[config.mk]
export PLATFORM = sky130hd
export DESIGN_NAME = ita2_shift_codec
export DESIGN_NICKNAME = d
export VERILOG_FILES = /design/src/sv/ita2_pkg.sv /design/src/sv/ita2_front.sv /design/src/sv/ita2_fifo.sv /design/src/sv/ita2_back.sv /design/src/sv/ita2_shift_codec.sv
export SDC_FILE = /design/constraint.sdc
export NUM_CORES = 1
export LEC_CHECK = 0
export BUFFER_PORTS_ARGS = -buffer_cell sky130_fd_sc_hd__clkbuf_2
export CELL_PAD_IN_SITES_DETAIL_PLACEMENT = 2
export CELL_PAD_IN_SITES_GLOBAL_PLACEMENT = 2
export CORE_MARGIN = 2
export CORE_UTILIZATION = 34
export DETAILED_ROUTE_END_ITERATION = 8
export PLACE_DENSITY_LB_ADDON = 0.1
export SKIP_CTS_REPAIR_TIMING = 1
export SYNTH_ARGS = -nofsm -noshare
export SYNTH_HDL_FRONTEND = slang
export SYNTH_SLANG_ARGS = --single-unit
[constraint.sdc]
create_clock -name clk -period 2.9 [get_ports clk]
set_clock_uncertainty 0.2 [all_clocks]
set_input_delay 0.58 -clock clk [delete_from_list [all_inputs] [get_ports clk]]
set_output_delay 0.58 -clock clk [all_outputs]
set_load 0.05 [all_outputs]
[src/sv/ita2_pkg.sv]
`default_nettype none

package ita2_pkg;

  localparam int QUEUE_DEPTH = 2;

  localparam logic [4:0] CODE_NULL = 5'd0;
  localparam logic [4:0] CODE_FIGS = 5'd27;
  localparam logic [4:0] CODE_LTRS = 5'd31;

  localparam logic [0:0] ACT_ENCODE = 1'b0;
  localparam logic [0:0] ACT_DECODE = 1'b1;

  localparam logic [7:0] CH_NONE = 8'd0;
  localparam logic [7:0] CH_LF   = 8'd10;
  localparam logic [7:0] CH_CR   = 8'd13;
  localparam logic [7:0] CH_ENQ  = 8'd5;
  localparam logic [7:0] CH_BEL  = 8'd7;

  // one classified item waiting for the back end
  typedef struct packed {
    logic       need_shift;
    logic       to_figs;
    logic [4:0] code_out;
    logic       code_valid;
    logic       is_shift_code;
    logic [7:0] char_out;
    logic       char_valid;
    logic       error;
  } ita2_op_t;

  function automatic logic [7:0] letters_char(input logic [4:0] code);
    logic [7:0] c;
    unique case (code)
      5'd1:  c = "E";
      5'd2:  c = CH_LF;
      5'd3:  c = "A";
      5'd4:  c = " ";
      5'd5:  c = "S";
      5'd6:  c = "I";
      5'd7:  c = "U";
      5'd8:  c = CH_CR;
      5'd9:  c = "D";
      5'd10: c = "R";
      5'd11: c = "J";
      5'd12: c = "N";
      5'd13: c = "F";
      5'd14: c = "C";
      5'd15: c = "K";
      5'd16: c = "T";
      5'd17: c = "Z";
      5'd18: c = "L";
      5'd19: c = "W";
      5'd20: c = "H";
      5'd21: c = "Y";
      5'd22: c = "P";
      5'd23: c = "Q";
      5'd24: c = "O";
      5'd25: c = "B";
      5'd26: c = "G";
      5'd28: c = "M";
      5'd29: c = "X";
      5'd30: c = "V";
      default: c = CH_NONE;
    endcase
    return c;
  endfunction

  function automatic logic [7:0] figures_char(input logic [4:0] code, input logic murray);
    logic [7:0] c;
    unique case (code)
      5'd1:  c = "3";
      5'd2:  c = CH_LF;
      5'd3:  c = "-";
      5'd4:  c = " ";
      5'd5:  c = "'";
      5'd6:  c = "8";
      5'd7:  c = "7";
      5'd8:  c = CH_CR;
      5'd9:  c = CH_ENQ;
      5'd10: c = "4";
      5'd11: c = murray ? "!" : CH_BEL;
      5'd12: c = ",";
      5'd13: c = "!";
      5'd14: c = ":";
      5'd15: c = "(";
      5'd16: c = "5";
      5'd17: c = "\"";
      5'd18: c = ")";
      5'd19: c = "2";
      5'd20: c = murray ? "+" : "#";
      5'd21: c = "6";
      5'd22: c = "0";
      5'd23: c = "1";
      5'd24: c = "9";
      5'd25: c = "?";
      5'd26: c = "&";
      5'd28: c = ".";
      5'd29: c = "/";
      5'd30: c = "=";
      default: c = CH_NONE;
    endcase
    return c;
  endfunction

  // reverse lookups, CODE_NULL when the character is absent
  function automatic logic [4:0] letters_code(input logic [7:0] ch);
    logic [4:0] k;
    unique case (ch)
      "E":   k = 5'd1;
      CH_LF: k = 5'd2;
      "A":   k = 5'd3;
      " ":   k = 5'd4;
      "S":   k = 5'd5;
      "I":   k = 5'd6;
      "U":   k = 5'd7;
      CH_CR: k = 5'd8;
      "D":   k = 5'd9;
      "R":   k = 5'd10;
      "J":   k = 5'd11;
      "N":   k = 5'd12;
      "F":   k = 5'd13;
      "C":   k = 5'd14;
      "K":   k = 5'd15;
      "T":   k = 5'd16;
      "Z":   k = 5'd17;
      "L":   k = 5'd18;
      "W":   k = 5'd19;
      "H":   k = 5'd20;
      "Y":   k = 5'd21;
      "P":   k = 5'd22;
      "Q":   k = 5'd23;
      "O":   k = 5'd24;
      "B":   k = 5'd25;
      "G":   k = 5'd26;
      "M":   k = 5'd28;
      "X":   k = 5'd29;
      "V":   k = 5'd30;
      default: k = CODE_NULL;
    endcase
    return k;
  endfunction

  // duplicates resolve to the highest code, so '!' is always 13
  function automatic logic [4:0] figures_code(input logic [7:0] ch, input logic murray);
    logic [4:0] k;
    unique case (ch)
      "3":    k = 5'd1;
      CH_LF:  k = 5'd2;
      "-":    k = 5'd3;
      " ":    k = 5'd4;
      "'":    k = 5'd5;
      "8":    k = 5'd6;
      "7":    k = 5'd7;
      CH_CR:  k = 5'd8;
      CH_ENQ: k = 5'd9;
      "4":    k = 5'd10;
      CH_BEL: k = murray ? CODE_NULL : 5'd11;
      ",":    k = 5'd12;
      "!":    k = 5'd13;
      ":":    k = 5'd14;
      "(":    k = 5'd15;
      "5":    k = 5'd16;
      "\"":   k = 5'd17;
      ")":    k = 5'd18;
      "2":    k = 5'd19;
      "#":    k = murray ? CODE_NULL : 5'd20;
      "+":    k = murray ? 5'd20 : CODE_NULL;
      "6":    k = 5'd21;
      "0":    k = 5'd22;
      "1":    k = 5'd23;
      "9":    k = 5'd24;
      "?":    k = 5'd25;
      "&":    k = 5'd26;
      ".":    k = 5'd28;
      "/":    k = 5'd29;
      "=":    k = 5'd30;
      default: k = CODE_NULL;
    endcase
    return k;
  endfunction

endpackage

`default_nettype wire

[src/sv/ita2_front.sv]
`default_nettype none

module ita2_front (
  input  wire logic              clk,
  input  wire logic              rst,
  input  wire logic              in_valid,
  output      logic              in_ready,
  input  wire logic              action,
  input  wire logic              first_of_message,
  input  wire logic [7:0]        char_in,
  input  wire logic [7:0]        code_in,
  input  wire logic              cfg_we,
  input  wire logic              cfg_data,
  input  wire logic              q_full,
  output      logic              q_push,
  output      ita2_pkg::ita2_op_t q_op
);
  import ita2_pkg::*;

  logic       figures_shift;
  logic       figures_shift_next;
  logic       murray_mode;
  logic       cur_shift;
  logic [7:0] ch_up;
  logic [4:0] lc;
  logic [4:0] fc;
  logic [4:0] code5;
  logic [7:0] dec_char;

  assign in_ready = !q_full;
  assign q_push   = in_valid && in_ready;

  always_comb begin
    cur_shift = first_of_message ? 1'b0 : figures_shift;
    ch_up     = (char_in >= "a" && char_in <= "z") ? char_in - 8'd32 : char_in;
    lc        = letters_code(ch_up);
    fc        = figures_code(ch_up, murray_mode);
    code5     = code_in[4:0];
    dec_char  = cur_shift ? figures_char(code5, murray_mode) : letters_char(code5);

    q_op               = '0;
    figures_shift_next = cur_shift;
    if (action == ACT_ENCODE) begin
      // letters table wins over figures
      if (lc != CODE_NULL) begin
        q_op.code_out      = lc;
        q_op.code_valid    = 1'b1;
        q_op.need_shift    = cur_shift;
        q_op.to_figs       = 1'b0;
        figures_shift_next = 1'b0;
      end else if (fc != CODE_NULL) begin
        q_op.code_out      = fc;
        q_op.code_valid    = 1'b1;
        q_op.need_shift    = !cur_shift;
        q_op.to_figs       = 1'b1;
        figures_shift_next = 1'b1;
      end
    end else begin
      if (code_in[7:5] != 3'd0) begin
        q_op.error = 1'b1;
      end else if (code5 == CODE_LTRS || code5 == CODE_FIGS) begin
        q_op.is_shift_code = 1'b1;
        figures_shift_next = (code5 == CODE_FIGS);
      end else if (dec_char != CH_NONE) begin
        q_op.char_out   = dec_char;
        q_op.char_valid = 1'b1;
      end else begin
        q_op.error = (code5 != CODE_NULL);
      end
    end
  end

  always_ff @(posedge clk) begin
    if (rst) begin
      figures_shift <= 1'b0;
      murray_mode   <= 1'b0;
    end else begin
      if (q_push) figures_shift <= figures_shift_next;
      if (cfg_we) murray_mode <= cfg_data;
    end
  end

endmodule

`default_nettype wire

[src/sv/ita2_fifo.sv]
`default_nettype none

module ita2_fifo #(
  parameter int DEPTH = ita2_pkg::QUEUE_DEPTH
) (
  input  wire logic               clk,
  input  wire logic               rst,
  input  wire logic               push,
  input  wire ita2_pkg::ita2_op_t push_op,
  output      logic               full,
  input  wire logic               pop,
  output      logic               head_valid,
  output      ita2_pkg::ita2_op_t head
);
  import ita2_pkg::*;

  localparam int PW = (DEPTH > 1) ? $clog2(DEPTH) : 1;
  localparam int CW = $clog2(DEPTH + 1);
  localparam logic [PW-1:0] LAST_PTR = PW'(DEPTH - 1);
  localparam logic [CW-1:0] FULL_CNT = CW'(DEPTH);

  ita2_op_t      slots [DEPTH];
  logic [PW-1:0] wr_ptr;
  logic [PW-1:0] rd_ptr;
  logic [CW-1:0] count;

  assign full       = (count == FULL_CNT);
  assign head_valid = (count != '0);
  assign head       = slots[rd_ptr];

  always_ff @(posedge clk) begin
    if (push) slots[wr_ptr] <= push_op;
  end

  always_ff @(posedge clk) begin
    if (rst) begin
      wr_ptr <= '0;
      rd_ptr <= '0;
      count  <= '0;
    end else begin
      if (push) wr_ptr <= (wr_ptr == LAST_PTR) ? '0 : wr_ptr + PW'(1);
      if (pop)  rd_ptr <= (rd_ptr == LAST_PTR) ? '0 : rd_ptr + PW'(1);
      if (push && !pop)      count <= count + CW'(1);
      else if (pop && !push) count <= count - CW'(1);
    end
  end

endmodule

`default_nettype wire

[src/sv/ita2_back.sv]
`default_nettype none

module ita2_back (
  input  wire logic               clk,
  input  wire logic               rst,
  input  wire logic               head_valid,
  input  wire ita2_pkg::ita2_op_t head,
  output      logic               pop,
  output      logic               out_valid,
  input  wire logic               out_ready,
  output      logic [4:0]         code_out,
  output      logic               code_valid,
  output      logic               is_shift_code,
  output      logic [7:0]         char_out,
  output      logic               char_valid,
  output      logic               error,
  output      logic               last
);
  import ita2_pkg::*;

  logic load;
  logic shift_beat;
  logic sent_shift;

  assign load       = !out_valid || out_ready;
  // a pending shift code goes out as its own beat ahead of the data code
  assign shift_beat = head.need_shift && !sent_shift;
  assign pop        = load && head_valid && !shift_beat;

  always_ff @(posedge clk) begin
    if (rst) begin
      out_valid  <= 1'b0;
      sent_shift <= 1'b0;
    end else if (load) begin
      out_valid <= head_valid;
      if (head_valid) sent_shift <= shift_beat;
    end
  end

  always_ff @(posedge clk) begin
    if (load && head_valid) begin
      if (shift_beat) begin
        code_out      <= head.to_figs ? CODE_FIGS : CODE_LTRS;
        code_valid    <= 1'b1;
        is_shift_code <= 1'b1;
        char_out      <= CH_NONE;
        char_valid    <= 1'b0;
        error         <= 1'b0;
        last          <= 1'b0;
      end else begin
        code_out      <= head.code_out;
        code_valid    <= head.code_valid;
        is_shift_code <= head.is_shift_code;
        char_out      <= head.char_out;
        char_valid    <= head.char_valid;
        error         <= head.error;
        last          <= 1'b1;
      end
    end
  end

endmodule

`default_nettype wire

[src/sv/ita2_shift_codec.sv]
// ITA2 teleprinter codec between 8-bit characters and 5-bit codes with a
// letters/figures shift flag. Each input beat encodes char_in (action 0) or
// decodes code_in (action 1) and gives one result beat, or two when an encode
// needs a LTRS/FIGS code first; last marks the final beat of an item. The front
// end classifies an item in the cycle it is accepted and tracks the shift flag;
// a small queue (QUEUE_DEPTH entries) feeds the back end, whose output register
// sends one beat per cycle while out_ready is high. The front end takes a new item
// whenever the queue is not full, so it can accept one before the last has left.
// murray_mode is written through cfg_we/cfg_data and must only change while idle.
`default_nettype none

module ita2_shift_codec #(
  parameter int QUEUE_DEPTH = ita2_pkg::QUEUE_DEPTH
) (
  input  wire logic       clk,
  input  wire logic       rst,
  input  wire logic       in_valid,
  output      logic       in_ready,
  input  wire logic       action,
  input  wire logic       first_of_message,
  input  wire logic [7:0] char_in,
  input  wire logic [7:0] code_in,
  output      logic       out_valid,
  input  wire logic       out_ready,
  output      logic [4:0] code_out,
  output      logic       code_valid,
  output      logic       is_shift_code,
  output      logic [7:0] char_out,
  output      logic       char_valid,
  output      logic       error,
  output      logic       last,
  input  wire logic       cfg_we,
  input  wire logic       cfg_data
);
  import ita2_pkg::*;

  logic     q_full;
  logic     q_push;
  logic     q_pop;
  logic     head_valid;
  ita2_op_t q_op;
  ita2_op_t head;

  ita2_front u_front (
    .clk              (clk),
    .rst              (rst),
    .in_valid         (in_valid),
    .in_ready         (in_ready),
    .action           (action),
    .first_of_message (first_of_message),
    .char_in          (char_in),
    .code_in          (code_in),
    .cfg_we           (cfg_we),
    .cfg_data         (cfg_data),
    .q_full           (q_full),
    .q_push           (q_push),
    .q_op             (q_op)
  );

  ita2_fifo #(
    .DEPTH (QUEUE_DEPTH)
  ) u_fifo (
    .clk        (clk),
    .rst        (rst),
    .push       (q_push),
    .push_op    (q_op),
    .full       (q_full),
    .pop        (q_pop),
    .head_valid (head_valid),
    .head       (head)
  );

  ita2_back u_back (
    .clk           (clk),
    .rst           (rst),
    .head_valid    (head_valid),
    .head          (head),
    .pop           (q_pop),
    .out_valid     (out_valid),
    .out_ready     (out_ready),
    .code_out      (code_out),
    .code_valid    (code_valid),
    .is_shift_code (is_shift_code),
    .char_out      (char_out),
    .char_valid    (char_valid),
    .error         (error),
    .last          (last)
  );

  // a non-final beat is always an emitted shift code
  a_first_is_shift: assert property (@(posedge clk) disable iff (rst)
    out_valid && !last |-> code_valid && is_shift_code &&
      (code_out == CODE_LTRS || code_out == CODE_FIGS))
    else $error("non-final beat is not a shift code");

  // the data beat follows its shift beat with no gap
  a_pair_no_gap: assert property (@(posedge clk) disable iff (rst)
    out_valid && out_ready && !last |=> out_valid && last && code_valid)
    else $error("data beat did not follow shift beat");

  // encode and decode fields never mix in one beat
  a_no_mix: assert property (@(posedge clk) disable iff (rst)
    out_valid && (char_valid || error) |-> !code_valid && last)
    else $error("decode beat carries encode fields");

  // the queue never drops a classified item
  a_no_overflow: assert property (@(posedge clk) disable iff (rst)
    q_full |-> !q_push)
    else $error("push into full queue");

endmodule

`default_nettype wire
==> results.ini <==
[yosys]
synth-seq-cells=62
synth_edf_count=53
async_reset_ff_frac=0
ys_warn_count=0
ys.flop_type=edfxtp_1
synth_area_per_cell_um2=9.377
netlist_area_um2=4304
netlist_instances=459
syn-num-nets=499
ys_types=71
ys_seq_area_frac=0.4116

[route]
route.detailed.drc=0
viasPerCell=5.333
first_iter_violations=196
drt_wl_total_um=14510
vias=4037
ant_nets=0
firstDrtPassIters=4
drt-wirelength-per-cell_um=19.17

[layout]
regArea_um2=1772
areaGrowthSynthToFinish_pct=33.60
multi_input_area_um2=2445
layout_common_cells=buf_4 (100), edfxtp_1 (53), nor2_1 (44), clkbuf_2 (41), nand2_1 (29)
drive_above_1_share=0.3350
layout_commonest_cell=buf_4
fin_nets=620
num_antenna_cells=0
fillCellCount=1362
stdcell_count=757

[timing]
maxSlewHeadroom=0.5258
period_share=0.9866
hold_viol=0
drv_slew=0
fmax_mhz=349.5
holdWs_ns=0.3132
fin_crit_ns=2.861
finalWorstSetupSlack_ns=0.03873
tightest_slew_ns=0.7059
setup_viol=0

[clock_network]
clk_latency_ns=0.33
cts_tree=built
clock_sinks=62
cts.reportedPaths.clkPinSlew_ns=0.05
cts-root-buf=clkbuf_16
cts_max_level=3
clk_path_buf_depth=2
cts_buffers=9

[global_route]
grt_pass1_wl_um=22950
grt_max_degree=26
antenna_found_initial=0
grt_pass1_vias=4460
track_usage=0.2192
grt-ovfl-total=0

[die]
die_h_um=116.5
dieArea_um2=13580
num_rows=41
core_um2=12470
ios=44
initial_core_util=0.3453
fp.dieW_um=116.5

[placed_design]
dp_hpwl_um=11160
dp_slack_ns=-0.5269
place_congestion=0.8132
portBuffers=42
placed_cells=737

[power]
peakVddDrop_mv=0.2927
pwr_density_cell_nw_per_um2=668.3
leakage_nw=2.307

[worst_setup_path]
critPathCaptureType=register
crit_path_max_fanout=6
crit_chain=clkbuf_2, inv_2, ha_2, nor3b_2, and2_4, o31ai_4, a32oi_2, and4_4, or4_1, a21oi_2
critPathTopFamily=simple AND/OR/NAND/NOR gates
criticalPathCategory=input port to register
crit_path_start_kind=input port
critPathSlowestCell=or4_1
critPathArrivalTime_ns=2.82
cp_num_buf_inv=2
cpPeakStageDelay_ns=0.52
required_ns=2.86

[job]
cap_viol_max_count=0

[outcome]
status=finished, final reports clean

[hold_path]
hold_path.class=register to register

-- synth_stat cells, drive strengths merged, types with 4 or more instances --
cell      n  share of area
edfxtp   53           0.37
nor2     46          0.040
a21oi    30          0.035
nand2    30          0.026
mux2i    27          0.063
o21ai    22          0.026
clkbuf   20          0.017
inv      20          0.017
nand2b   20          0.029
ha       16          0.047
buf      13          0.018
a31oi    10          0.015
nand3    10          0.012
nor2b    10          0.015
dfxtp     9          0.042
nor3      8         0.0093
a211oi    7          0.013
o211ai    7          0.012
and3      6         0.0087
nor3b     6          0.010
a22oi     5         0.0087
and2      5         0.0078
or3       5         0.0073
a2111oi   4         0.0084
a32oi     4         0.0081
o21a      4         0.0070
o31ai     4          0.010
xor2      4         0.0081
-- state kept, by name (all words and copies together), names as in the netlist, named ones only --
name,flops
u_back.char_out,7
u_fifo.slots,36
u_back.code_out,5
u_back.error,1
u_back.sent_shift,1
u_fifo.wr_ptr,1
u_fifo.count,2
u_back.char_valid,1
u_back.last,1
u_back.is_shift_code,1
u_front.figures_shift,1
u_fifo.rd_ptr,1
u_back.out_valid,1
u_back.code_valid,1
u_front.murray_mode,1
-- per-layer routing --
layer,vias up,track usage,share of wire
li1,1949,-,-
met1,1993,0.2692,0.44
met2,68,0.3988,0.51
met3,27,0.02698,0.023
met4,0,0.06984,0.023
met5,-,0,0
-- cells by family (layout without fill, tap and decap cells) --
kind of cell	count (synthesis)	count (layout)	share of synthesized area
and+or+nand+nor	161	161	0.1916
AOI/OAI and AO/OA	129	129	0.2131
DFF	62	62	0.4116
buffers and inverters	54	180	0.05407
muxes	29	29	0.06802
adders and majority gates	16	16	0.04651
xor gates and xnor gates	7	7	0.01424
other	1	1	0.0008713
-- per-stage QoR --
stage / cell area (um^2) / util / setup TNS (ns) / total power, mW
floorplan: 4304 / - / 0 / 2.393
global placement: 5316 / 0.4265 / -2.182 / 2.810
detailed placement: 5316 / 0.4265 / -5.239 / 2.907
CTS: 5569 / 0.4468 / -0.3891 / 3.849
global route: 5751 / 0.4613 / -0.09362 / 4.045
finish: 5751 / 0.4613 / 0 / 3.843
-- final cells by class --
type,count,area share
Tap cell,172,0.03742
Clock buffer,14,0.04243
Multi-Input combinational cell,343,0.4252
Clock inverter,2,0.001523
Inverter,21,0.01371
Sequential cell,62,0.3081
Timing Repair Buffer,143,0.1717
-- worst min-delay path, stage by stage, from the launching register on --
cell	delay, ns
dfxtp_1	0.33
mux2i_1	0.07
nor2_1	0.07
-- path summary, 6_finish.rpt --
path                                                  startpoint                              to  slack [ns]  cells after the start
worst max-delay path                                  char_in[0]   u_fifo.slots[0][18]$_DFFE_PP_        0.04                     10
worst min-delay path              u_back.sent_shift$_SDFFE_PP0P_  u_back.sent_shift$_SDFFE_PP0P_        0.31                      2
worst max register to register  u_front.murray_mode$_SDFFE_PP0P_   u_fifo.slots[0][18]$_DFFE_PP_        0.35                      7
worst min register to register    u_back.sent_shift$_SDFFE_PP0P_  u_back.sent_shift$_SDFFE_PP0P_        0.31                      2
-- report_power, final --
group | switching (mW) | total (mW) | internal, mW
Clock | 0.353 | 0.927 | 0.574
Sequential | 0.0953 | 1.38 | 1.28
Combinational | 1.07 | 1.54 | 0.472
Note: power is estimated with default switching activity, not from simulation.
